### src/design/fdw_pkg.sv
package fdw_pkg;

    // Field widths fixed by the on-disk format and the result layout.
    localparam int CLUSTER_W          = 16;
    localparam int SECTOR_W           = 7;
    localparam int SLOT_W             = 5;
    localparam int SHIFT_W            = 3;
    localparam int ADDR_W             = 24;
    localparam int BYTE_W             = 8;
    localparam int WORD_IDX_W         = 8;
    localparam int ENTRY_IDX_W        = 4;
    localparam int CMD_W              = 2;
    localparam int CFG_INDEX_W        = 2;
    localparam int CFG_DATA_W         = 16;
    localparam int ENTRIES_PER_SECTOR = 16;
    localparam int FIFO_DEPTH_DEF     = 4;

    // Markers in the FAT and in directory entries.
    localparam logic [CLUSTER_W-1:0] CHAIN_END = 16'hFFF8;
    localparam logic [BYTE_W-1:0]    NAME_FREE = 8'hE5;
    localparam logic [BYTE_W-1:0]    NAME_END  = 8'h00;

    // Command codes on the input channel.
    localparam logic [CMD_W-1:0] CMD_OPEN  = 2'd0;
    localparam logic [CMD_W-1:0] CMD_ENTRY = 2'd1;
    localparam logic [CMD_W-1:0] CMD_FAT   = 2'd2;

    // Configuration register indexes.
    localparam logic [CFG_INDEX_W-1:0] CFG_CLUSTER_SHIFT = 2'd0;
    localparam logic [CFG_INDEX_W-1:0] CFG_FAT_START     = 2'd1;
    localparam logic [CFG_INDEX_W-1:0] CFG_ROOT_CLUSTER  = 2'd2;

    typedef enum logic [1:0] {
        KIND_DATA  = 2'd0,
        KIND_FAT   = 2'd1,
        KIND_ENTRY = 2'd2,
        KIND_END   = 2'd3
    } t_kind;

    typedef struct packed {
        t_kind                  kind;
        logic [ADDR_W-1:0]      sector_address;
        logic [WORD_IDX_W-1:0]  fat_word_index;
        logic [ENTRY_IDX_W-1:0] entry_index;
        logic                   last;
    } t_result;

    typedef struct packed {
        logic [CLUSTER_W-1:0] current_cluster;
        logic [SECTOR_W-1:0]  sector_in_cluster;
        logic [SLOT_W-1:0]    entry_slot;
        logic                 finished;
    } t_walk_state;

    typedef struct packed {
        logic [SHIFT_W-1:0]   cluster_shift;
        logic [CLUSTER_W-1:0] fat_start_cluster;
        logic [CLUSTER_W-1:0] root_cluster;
    } t_cfg;

    // Disk sector of a sector within a cluster.
    function automatic logic [ADDR_W-1:0] sector_of(
        input logic [CLUSTER_W-1:0] cluster,
        input logic [SHIFT_W-1:0]   shift,
        input logic [SECTOR_W-1:0]  sector
    );
        return (ADDR_W'(cluster) << shift) + ADDR_W'(sector);
    endfunction

endpackage

### src/design/fdw_step.sv
module fdw_step (
    input  fdw_pkg::t_walk_state              i_state,
    input  fdw_pkg::t_cfg                     i_cfg,
    input  logic [fdw_pkg::CMD_W-1:0]         i_command,
    input  logic [fdw_pkg::CLUSTER_W-1:0]     i_start_cluster,
    input  logic [fdw_pkg::BYTE_W-1:0]        i_first_byte,
    input  logic [fdw_pkg::CLUSTER_W-1:0]     i_fat_word,
    output fdw_pkg::t_walk_state              o_state,
    output fdw_pkg::t_result                  o_res0,
    output fdw_pkg::t_result                  o_res1,
    output logic [1:0]                        o_count
);

    logic [fdw_pkg::CLUSTER_W-1:0] open_cluster;
    logic [fdw_pkg::SECTOR_W-1:0]  last_sector;
    logic [fdw_pkg::SECTOR_W-1:0]  next_sector;
    logic [fdw_pkg::ADDR_W-1:0]    fat_sector;
    fdw_pkg::t_result              adv_res;
    logic                          adv_to_fat;

    // Cluster chosen by an open command; zero selects the root.
    assign open_cluster = (i_start_cluster != '0) ? i_start_cluster : i_cfg.root_cluster;

    // Read request once a sector is used up: next sector, or the FAT word.
    assign last_sector = fdw_pkg::SECTOR_W'((8'd1 << i_cfg.cluster_shift) - 8'd1);
    assign next_sector = i_state.sector_in_cluster + 1'b1;
    assign adv_to_fat  = (i_state.sector_in_cluster >= last_sector);
    assign fat_sector  = (fdw_pkg::ADDR_W'(i_cfg.fat_start_cluster) << i_cfg.cluster_shift)
                       + fdw_pkg::ADDR_W'(i_state.current_cluster[15:8]);

    always_comb begin
        adv_res = '0;
        if (adv_to_fat) begin
            adv_res.kind           = fdw_pkg::KIND_FAT;
            adv_res.sector_address = fat_sector;
            adv_res.fat_word_index = i_state.current_cluster[7:0];
        end else begin
            adv_res.kind           = fdw_pkg::KIND_DATA;
            adv_res.sector_address = fdw_pkg::sector_of(i_state.current_cluster,
                                                         i_cfg.cluster_shift, next_sector);
        end
    end

    // One step of the walk for the accepted command.
    always_comb begin
        o_state = i_state;
        o_res0  = '0;
        o_res1  = '0;
        o_count = 2'd0;
        case (i_command)
            fdw_pkg::CMD_OPEN: begin
                o_state.current_cluster   = open_cluster;
                o_state.sector_in_cluster = '0;
                o_state.entry_slot        = '0;
                o_state.finished          = 1'b0;
                o_res0.kind               = fdw_pkg::KIND_DATA;
                o_res0.sector_address     = fdw_pkg::sector_of(open_cluster,
                                                i_cfg.cluster_shift, '0);
                o_count                   = 2'd1;
            end
            fdw_pkg::CMD_ENTRY: begin
                if (i_state.finished) begin
                    o_res0.kind = fdw_pkg::KIND_END;
                    o_count     = 2'd1;
                end else if (i_state.entry_slot
                             < fdw_pkg::SLOT_W'(fdw_pkg::ENTRIES_PER_SECTOR)) begin
                    o_state.entry_slot = i_state.entry_slot + 1'b1;
                    if (i_first_byte == fdw_pkg::NAME_END) begin
                        o_state.finished = 1'b1;
                        o_res0.kind      = fdw_pkg::KIND_END;
                        o_count          = 2'd1;
                    end else begin
                        if (i_first_byte != fdw_pkg::NAME_FREE) begin
                            o_res0.kind        = fdw_pkg::KIND_ENTRY;
                            o_res0.entry_index = i_state.entry_slot[3:0];
                            o_count            = 2'd1;
                        end
                        // Last slot of the sector: ask for the next read at once.
                        if (i_state.entry_slot
                            == fdw_pkg::SLOT_W'(fdw_pkg::ENTRIES_PER_SECTOR - 1)) begin
                            if (adv_to_fat) begin
                                o_state.entry_slot =
                                    fdw_pkg::SLOT_W'(fdw_pkg::ENTRIES_PER_SECTOR);
                            end else begin
                                o_state.sector_in_cluster = next_sector;
                                o_state.entry_slot        = '0;
                            end
                            if (o_count == 2'd1) begin
                                o_res1 = adv_res;
                            end else begin
                                o_res0 = adv_res;
                            end
                            o_count = o_count + 2'd1;
                        end
                    end
                end
            end
            fdw_pkg::CMD_FAT: begin
                if (!i_state.finished && i_state.entry_slot
                    >= fdw_pkg::SLOT_W'(fdw_pkg::ENTRIES_PER_SECTOR)) begin
                    o_state.current_cluster = i_fat_word;
                    if (i_fat_word >= fdw_pkg::CHAIN_END) begin
                        o_state.finished = 1'b1;
                        o_res0.kind      = fdw_pkg::KIND_END;
                    end else begin
                        o_state.sector_in_cluster = '0;
                        o_state.entry_slot        = '0;
                        o_res0.kind               = fdw_pkg::KIND_DATA;
                        o_res0.sector_address     = fdw_pkg::sector_of(i_fat_word,
                                                        i_cfg.cluster_shift, '0);
                    end
                    o_count = 2'd1;
                end
            end
            default: begin
                o_count = 2'd0;
            end
        endcase
        // Mark the final result of this command.
        o_res0.last = (o_count == 2'd1);
        o_res1.last = (o_count == 2'd2);
    end

endmodule

### src/design/fdw_result_fifo.sv
module fdw_result_fifo #(
    parameter int DEPTH = fdw_pkg::FIFO_DEPTH_DEF
) (
    input  logic                         i_clk,
    input  logic                         i_rst_n,
    input  logic                         i_push0,
    input  logic                         i_push1,
    input  fdw_pkg::t_result             i_data0,
    input  fdw_pkg::t_result             i_data1,
    input  logic                         i_pop,
    output fdw_pkg::t_result             o_head,
    output logic [$clog2(DEPTH+1)-1:0]   o_count
);

    localparam int CNT_W = $clog2(DEPTH + 1);
    localparam int PTR_W = $clog2(DEPTH);

    fdw_pkg::t_result   r_mem [DEPTH];
    logic [PTR_W-1:0]   r_wr_ptr;
    logic [PTR_W-1:0]   n_wr_ptr;
    logic [PTR_W-1:0]   wr_ptr1;
    logic [PTR_W-1:0]   r_rd_ptr;
    logic [PTR_W-1:0]   n_rd_ptr;
    logic [CNT_W-1:0]   r_count;
    logic [CNT_W-1:0]   n_count;
    logic               pop_ok;

    function automatic logic [PTR_W-1:0] ptr_inc(input logic [PTR_W-1:0] p);
        return (p == PTR_W'(DEPTH - 1)) ? '0 : p + 1'b1;
    endfunction

    // Pointer and fill count bookkeeping.
    assign pop_ok   = i_pop && (r_count != '0);
    assign wr_ptr1  = ptr_inc(r_wr_ptr);
    assign n_wr_ptr = i_push1 ? ptr_inc(wr_ptr1) : (i_push0 ? wr_ptr1 : r_wr_ptr);
    assign n_rd_ptr = pop_ok ? ptr_inc(r_rd_ptr) : r_rd_ptr;
    assign n_count  = r_count + CNT_W'(i_push0) + CNT_W'(i_push1) - CNT_W'(pop_ok);

    always_ff @(posedge i_clk) begin
        if (!i_rst_n) begin
            r_wr_ptr <= '0;
            r_rd_ptr <= '0;
            r_count  <= '0;
        end else begin
            r_wr_ptr <= n_wr_ptr;
            r_rd_ptr <= n_rd_ptr;
            r_count  <= n_count;
        end
    end

    // Storage; the second result of a command lands in the following slot.
    always_ff @(posedge i_clk) begin
        if (i_push0) begin
            r_mem[r_wr_ptr] <= i_data0;
        end
        if (i_push1) begin
            r_mem[wr_ptr1] <= i_data1;
        end
    end

    assign o_head  = r_mem[r_rd_ptr];
    assign o_count = r_count;

endmodule

### src/design/fat16_directory_walker.sv
// FAT16 directory walker.
// Input channel (i_in_valid / o_in_ready): one command per transfer. Open
// starts a walk at a cluster (zero selects the root cluster), entry carries
// the first name byte of the next 32-byte entry, and FAT returns the word
// asked for by an earlier FAT read request.
// Output channel (o_out_valid / i_out_ready): zero, one or two results per
// command, in order, o_last set on the final one of each command.
// Configuration channel (i_cfg_valid / o_cfg_ready, always ready): writes
// the cluster shift, FAT start and root cluster; the user must write them
// only while the block is idle, which the block itself does not enforce.
// With the queue empty, a command's first result is offered in the cycle
// after its transfer; a second result follows once the first is taken.
// Throughput: one command per cycle while commands leave at most one result
// each. The walk state is updated in the accepting cycle and results go into
// a small result queue; o_in_ready depends only on the queue fill, and is
// high while room for two results remains. When the receiver stalls, the
// queue fills and o_in_ready drops.
// Reset clears the configuration to zero, empties the queue and leaves no
// directory open, so entry commands report end of directory.
module fat16_directory_walker #(
    parameter int FIFO_DEPTH = fdw_pkg::FIFO_DEPTH_DEF
) (
    input  logic                               i_clk,
    input  logic                               i_rst_n,
    input  logic                               i_in_valid,
    output logic                               o_in_ready,
    input  logic [fdw_pkg::CMD_W-1:0]          i_command,
    input  logic [fdw_pkg::CLUSTER_W-1:0]      i_start_cluster,
    input  logic [fdw_pkg::BYTE_W-1:0]         i_first_byte,
    input  logic [fdw_pkg::CLUSTER_W-1:0]      i_fat_word,
    output logic                               o_out_valid,
    input  logic                               i_out_ready,
    output logic [1:0]                         o_kind,
    output logic [fdw_pkg::ADDR_W-1:0]         o_sector_address,
    output logic [fdw_pkg::WORD_IDX_W-1:0]     o_fat_word_index,
    output logic [fdw_pkg::ENTRY_IDX_W-1:0]    o_entry_index,
    output logic                               o_last,
    input  logic                               i_cfg_valid,
    output logic                               o_cfg_ready,
    input  logic [fdw_pkg::CFG_INDEX_W-1:0]    i_cfg_index,
    input  logic [fdw_pkg::CFG_DATA_W-1:0]     i_cfg_data
);

    localparam int CNT_W = $clog2(FIFO_DEPTH + 1);

    fdw_pkg::t_cfg        r_cfg;
    fdw_pkg::t_walk_state r_state;
    fdw_pkg::t_walk_state n_state;
    fdw_pkg::t_result     res0;
    fdw_pkg::t_result     res1;
    fdw_pkg::t_result     head;
    logic [1:0]           res_count;
    logic [CNT_W-1:0]     fill;
    logic                 in_xfer;
    logic                 cfg_xfer;

    assign o_cfg_ready = 1'b1;
    assign cfg_xfer    = i_cfg_valid && o_cfg_ready;
    assign o_in_ready  = (fill <= CNT_W'(FIFO_DEPTH - 2));
    assign in_xfer     = i_in_valid && o_in_ready;

    // Configuration registers.
    always_ff @(posedge i_clk) begin
        if (!i_rst_n) begin
            r_cfg <= '0;
        end else if (cfg_xfer) begin
            unique case (i_cfg_index)
                fdw_pkg::CFG_CLUSTER_SHIFT:
                    r_cfg.cluster_shift <= i_cfg_data[fdw_pkg::SHIFT_W-1:0];
                fdw_pkg::CFG_FAT_START:
                    r_cfg.fat_start_cluster <= i_cfg_data;
                fdw_pkg::CFG_ROOT_CLUSTER:
                    r_cfg.root_cluster <= i_cfg_data;
                default: begin
                    r_cfg <= r_cfg;
                end
            endcase
        end
    end

    // Walk step between the state register and the result queue.
    fdw_step u_step (
        .i_state         (r_state),
        .i_cfg           (r_cfg),
        .i_command       (i_command),
        .i_start_cluster (i_start_cluster),
        .i_first_byte    (i_first_byte),
        .i_fat_word      (i_fat_word),
        .o_state         (n_state),
        .o_res0          (res0),
        .o_res1          (res1),
        .o_count         (res_count)
    );

    // Walk state; no directory is open after reset.
    always_ff @(posedge i_clk) begin
        if (!i_rst_n) begin
            r_state <= '{current_cluster: '0, sector_in_cluster: '0,
                         entry_slot: '0, finished: 1'b1};
        end else if (in_xfer) begin
            r_state <= n_state;
        end
    end

    fdw_result_fifo #(
        .DEPTH (FIFO_DEPTH)
    ) u_fifo (
        .i_clk   (i_clk),
        .i_rst_n (i_rst_n),
        .i_push0 (in_xfer && (res_count != 2'd0)),
        .i_push1 (in_xfer && (res_count == 2'd2)),
        .i_data0 (res0),
        .i_data1 (res1),
        .i_pop   (i_out_ready),
        .o_head  (head),
        .o_count (fill)
    );

    assign o_out_valid      = (fill != '0);
    assign o_kind           = head.kind;
    assign o_sector_address = head.sector_address;
    assign o_fat_word_index = head.fat_word_index;
    assign o_entry_index    = head.entry_index;
    assign o_last           = head.last;

`ifndef NO_ASSERTIONS
    // The queue never holds more results than it has slots.
    a_fill_bound: assert property (@(posedge i_clk) disable iff (!i_rst_n)
        fill <= CNT_W'(FIFO_DEPTH))
        else $error("result queue overfilled");

    // A command that produces results shows one on the next cycle.
    a_result_shown: assert property (@(posedge i_clk) disable iff (!i_rst_n)
        (in_xfer && (res_count != 2'd0)) |=> o_out_valid)
        else $error("result not offered after accepted command");

    // Two results only come from a valid entry followed by a read request.
    a_pair_shape: assert property (@(posedge i_clk) disable iff (!i_rst_n)
        (in_xfer && (res_count == 2'd2)) |->
            (res0.kind == fdw_pkg::KIND_ENTRY) && !res0.last && res1.last &&
            ((res1.kind == fdw_pkg::KIND_DATA) || (res1.kind == fdw_pkg::KIND_FAT)))
        else $error("malformed result pair");

    // The entry slot never passes the awaiting-FAT mark.
    a_slot_bound: assert property (@(posedge i_clk) disable iff (!i_rst_n)
        r_state.entry_slot <= fdw_pkg::SLOT_W'(fdw_pkg::ENTRIES_PER_SECTOR))
        else $error("entry slot out of range");
`endif

endmodule

### config.mk
export PLATFORM = sky130hd
export DESIGN_NAME = fat16_directory_walker
export DESIGN_NICKNAME = d
export VERILOG_FILES = /design/src/design/fdw_pkg.sv /design/src/design/fdw_step.sv /design/src/design/fdw_result_fifo.sv /design/src/design/fat16_directory_walker.sv
export SDC_FILE = /design/constraint.sdc
export NUM_CORES = 1
export LEC_CHECK = 0
export ABC_AREA = 1
export BUFFER_PORTS_ARGS = -buffer_cell sky130_fd_sc_hd__buf_2
export CELL_PAD_IN_SITES_DETAIL_PLACEMENT = 1
export CELL_PAD_IN_SITES_GLOBAL_PLACEMENT = 2
export CORE_MARGIN = 8
export CORE_UTILIZATION = 35
export CTS_CLUSTER_DIAMETER = 200
export DETAILED_ROUTE_END_ITERATION = 10
export GPL_ROUTABILITY_DRIVEN = 0
export PLACE_DENSITY = 0.78
export SLEW_MARGIN = 20
export SYNTH_ARGS = -nofsm -noshare
export SYNTH_HDL_FRONTEND = slang
export SYNTH_HIERARCHICAL = 1
export SYNTH_SLANG_ARGS = --single-unit
### constraint.sdc
create_clock -name i_clk -period 5.7 [get_ports i_clk]
set_input_delay 1.14 -clock i_clk [delete_from_list [all_inputs] [get_ports i_clk]]
set_output_delay 1.14 -clock i_clk [all_outputs]
set_load 0.05 [all_outputs]
==> impl_results.md <==
* Status: completed
* Leak at around 0.0080 uW
* Latest clock arrival within the worst-skew pair at roughly 0.56 ns
* Critical path's slowest cell: nor3b_2
* Final Cell Area at 0.0193 sq mm
* Total track usage at between 20% and 30%
* Met3 Resource Use GR at roughly 2.3%
* Distinct cells, synth at 61
* Setup ws final at 1.26 ns
* Worst Tran Pin Value at a little under 1 ns
* Post-DR wirelength/cell at between 20 and 25 um
* Synthesis Warnings at 6
* Post-DP HPWL at 50,100 um
* Post-Syn Instances at 2,639
* Mapped Area at approximately 0.018 sq mm
* Clk slew on worst S/H paths at roughly 0.06 ns
* Met2 usage at 37.3%
* RSZ-0062 raised after global routing: no
* Final Core Density at approximately two fifths
* Worst vdd ir at approximately 0.20 mV
* Avg Cell Area, Syn at approximately 6.8 sq um
* Critical path launch point type: input port
* Number of synthesized flops with an enable pin at between 150 and 200
* Initial antenna violation count at 0
* Clk buf depth at 3
* Clock Tree Root: clkbuf_16
* Pre-CTS setup slack at approximately 0.68 ns
* Pwr/cell area at 348 mW/mm^2
* Critical path peak fanout at 24
* Synth Register Bits at between 200 and 250
* Post-route ant nets at 0
* Minimum clock period at 4.44 ns
* Clk sinks at 229
* First-pass GRT wire length at between 100,000 and 150,000 um
* Pin count of the biggest net entering global routing at ~80
* Setup Skew at roughly 0.011 ns
* Final Cycle Share at 77.9%
* Detailed Route WL at between 60,000 and 70,000 um
* Vias after detailed routing at 17,900
* M1 GR Usage at 30.7%
* Global-route layer with the greatest usage: met2
* DRC Markers at 0
* CTS Buf Count at 27
* Pre-antenna DRT Iters at 5
* IO buf count at 105
* Hold_ws at about 0.51 ns
* Core Area at 0.0502 sq mm
* Setup TNS at 0 ns
* IO Count at ~110
* Grt ovf at 0
* Cts-stage hold buffer count at 0
* Initial core utilization at between 30% and 40%
* Crit path capture type: flop
* Ys flop type: edfxtp_1
* Row count at 82
* Post-synth top area share at a little over a quarter
* Final #Nets at between 2,000 and 3,000
* Post-CTS Repair Setup Buffers at 0
* Worst hold path type: flop to flop
* Die height at ~240 um
* DRT iter0 DRCs at about 1,000
* Max cap viols at 0
* N_diodes at 0
* Area Growth Syn to Fin at 8.50%
* CTS resizes at 0
* Final Hold Viols at 0
* Top cells by area, synth: edfxtp_1, nand2_1, o21ai_0
* Worst Path Buf+Inv at 3
* Vias in the first global route at 18,000
* Fmax at approximately 230 MHz
* Via/cell ratio at 5.35
* Area leader, netlist: edfxtp_1
* Max-slew violations at 0
* Chip width at 242 um
* Post-synthesis sequential area ratio at 34.5%
* Post-placement cell area at around 0.018 sq mm
* Critical-path cell list: buf_2 > or2_2 > nor4_2 > inv_1 > ha_1 > o311ai_0 > nand3_1 > nor3b_2 > nand2_4 > nand2_2 > buf_4
* Layout cells sized above 1 at approximately an eighth
* Relative slew slack at approximately a third
* FFs w/ async S/R, synth at 0%
* CTS tree: yes
* Critical path's top delay family: simple AND/OR/NAND/NOR gates
* H-tree depth at 1
* Crit path required time at 5.95 ns
* CP arrival at approximately 4.7 ns
* Reg2reg setup slack at 1.34 ns
* Setup violators final at 0
* Critical path type: input port to flop
* Die ar. at a little under 0.06 sq mm
* CP max stage delay at ~0.72 ns
logic make-up after synthesis:
logic type               synth area share [%]
AO/OA/AOI/OAI                            16.9
XOR/XNOR                                0.786
adder cells (fa/ha/maj)                  2.84
buffers and inverters                    12.0
flip-flops                               34.5
multiplexers                            0.225
other                                  0.0421
AND/OR/NAND/NOR                          32.7
routing by layer:
layer | vias up | part of all wire (%) | wire length, um
met5 | - | 0 | 0
met4 | 0 | 2.4 | 1640
met1 | 8769 | 47 | 32000
met2 | 331 | 46 | 31400
li1 | 8742 | - | -
met3 | 71 | 3.9 | 2630
registers in the layout, summed over array words and instances (netlist names), named ones only:
signal and flops:
u_fifo/r_mem 156, u_fifo/r_wr_ptr 2, r_state 29, u_fifo/r_rd_ptr 2
u_fifo/o_count 3, r_cfg 35
path summary, 6_finish.rpt:
kind,from,endpoint,depth (start not counted)
worst min-delay path,u_fifo/r_rd_ptr[1]$_SDFFE_PN0P_,u_fifo/r_rd_ptr[1]$_SDFFE_PN0P_,2
worst max-delay path,i_first_byte[1],u_fifo/r_mem[1][15]$_DFFE_PP_,11
worst min register to register,u_fifo/r_rd_ptr[1]$_SDFFE_PN0P_,u_fifo/r_rd_ptr[1]$_SDFFE_PN0P_,2
worst max register to register,r_cfg[34]$_SDFFE_PN0P_,u_fifo/r_mem[2][19]$_DFFE_PP_,15
cell usage after synthesis (5+ instances only):
cell type,instances
xor2_1,8
nor3_1,13
o221ai_1,8
nand2_2,21
clkinv_1,5
a31oi_1,25
nor2_1,300
dfxtp_1,73
buf_4,19
xnor2_1,8
nand4_1,48
nand3b_1,6
o21ai_0,307
o22ai_2,10
inv_1,264
o21ai_2,13
nand2_4,6
clkbuf_2,7
nand3_2,7
nand3_1,202
nor2_4,6
nor2_2,26
buf_6,28
ha_1,34
a21oi_1,54
o21ai_1,56
o211ai_1,10
o22ai_1,36
edfxtp_1,156
nand2_1,709
clkbuf_1,39
inv_2,23
buf_2,58
through the flow:
step | instances | total power, uW
floorplan | 2643 | 4210
global placement | 3301 | 5060
detailed placement | 3301 | 5130
CTS | 3351 | 6810
global route | 3351 | 7150
finish | 3351 | 6740
layout make-up:
class	instances	area (sq um)
Tap cell	672	841
Inverter	296	1120
Fill cell	6457	30800
Clock buffer	31	691
Multi-Input combinational cell	1959	9560
Clock inverter	19	146
Timing Repair Buffer	145	826
Sequential cell	229	6150
power by group:
part | internal (uW) | total, uW | switching, uW
clock network | 956 | 1660 | 707
registers | 1900 | 2080 | 182
logic | 767 | 2990 | 2220
total | 3630 | 6740 | 3110
cells in the final DEF (no fill, tap or decap), types with 10 or more instances in the layout:
cell type  Yosys  routed
a21oi_1       54      54
ha_1          34      34
buf_2         58     105
o21ai_0      307     307
nand2_2       21      25
edfxtp_1     156     156
o21ai_2       13      13
o21ai_1       56      56
inv_1        264     264
o22ai_2       10      10
a31oi_1       25      25
nor3_1        13      13
o22ai_1       36      36
nand2_1      709     705
o211ai_1      10      10
nand4_1       48      48
dfxtp_1       73      69
clkinv_1       5      15
buf_4         19      40
nor2_1       300     300
inv_2         23      23
nor2_2        26      26
clkbuf_16      0      27
nand3_1      202     202
worst register-to-register path, stage by stage (launching register included):
cell and delay (ns):
dfxtp_2 0.76, buf_4 0.46, nor2_1 0.13, inv_1 0.17, nor2_1 0.06, ha_1 0.21, fa_1 0.44, nand3_1 0.09
nand2_1 0.11, a21oi_1 0.15, o21ai_0 0.10, xor2_1 0.18, o22ai_1 0.57, o21ai_0 0.39, nand2_1 0.15, o21ai_0 0.11
Power figures use the tool's default switching activity.
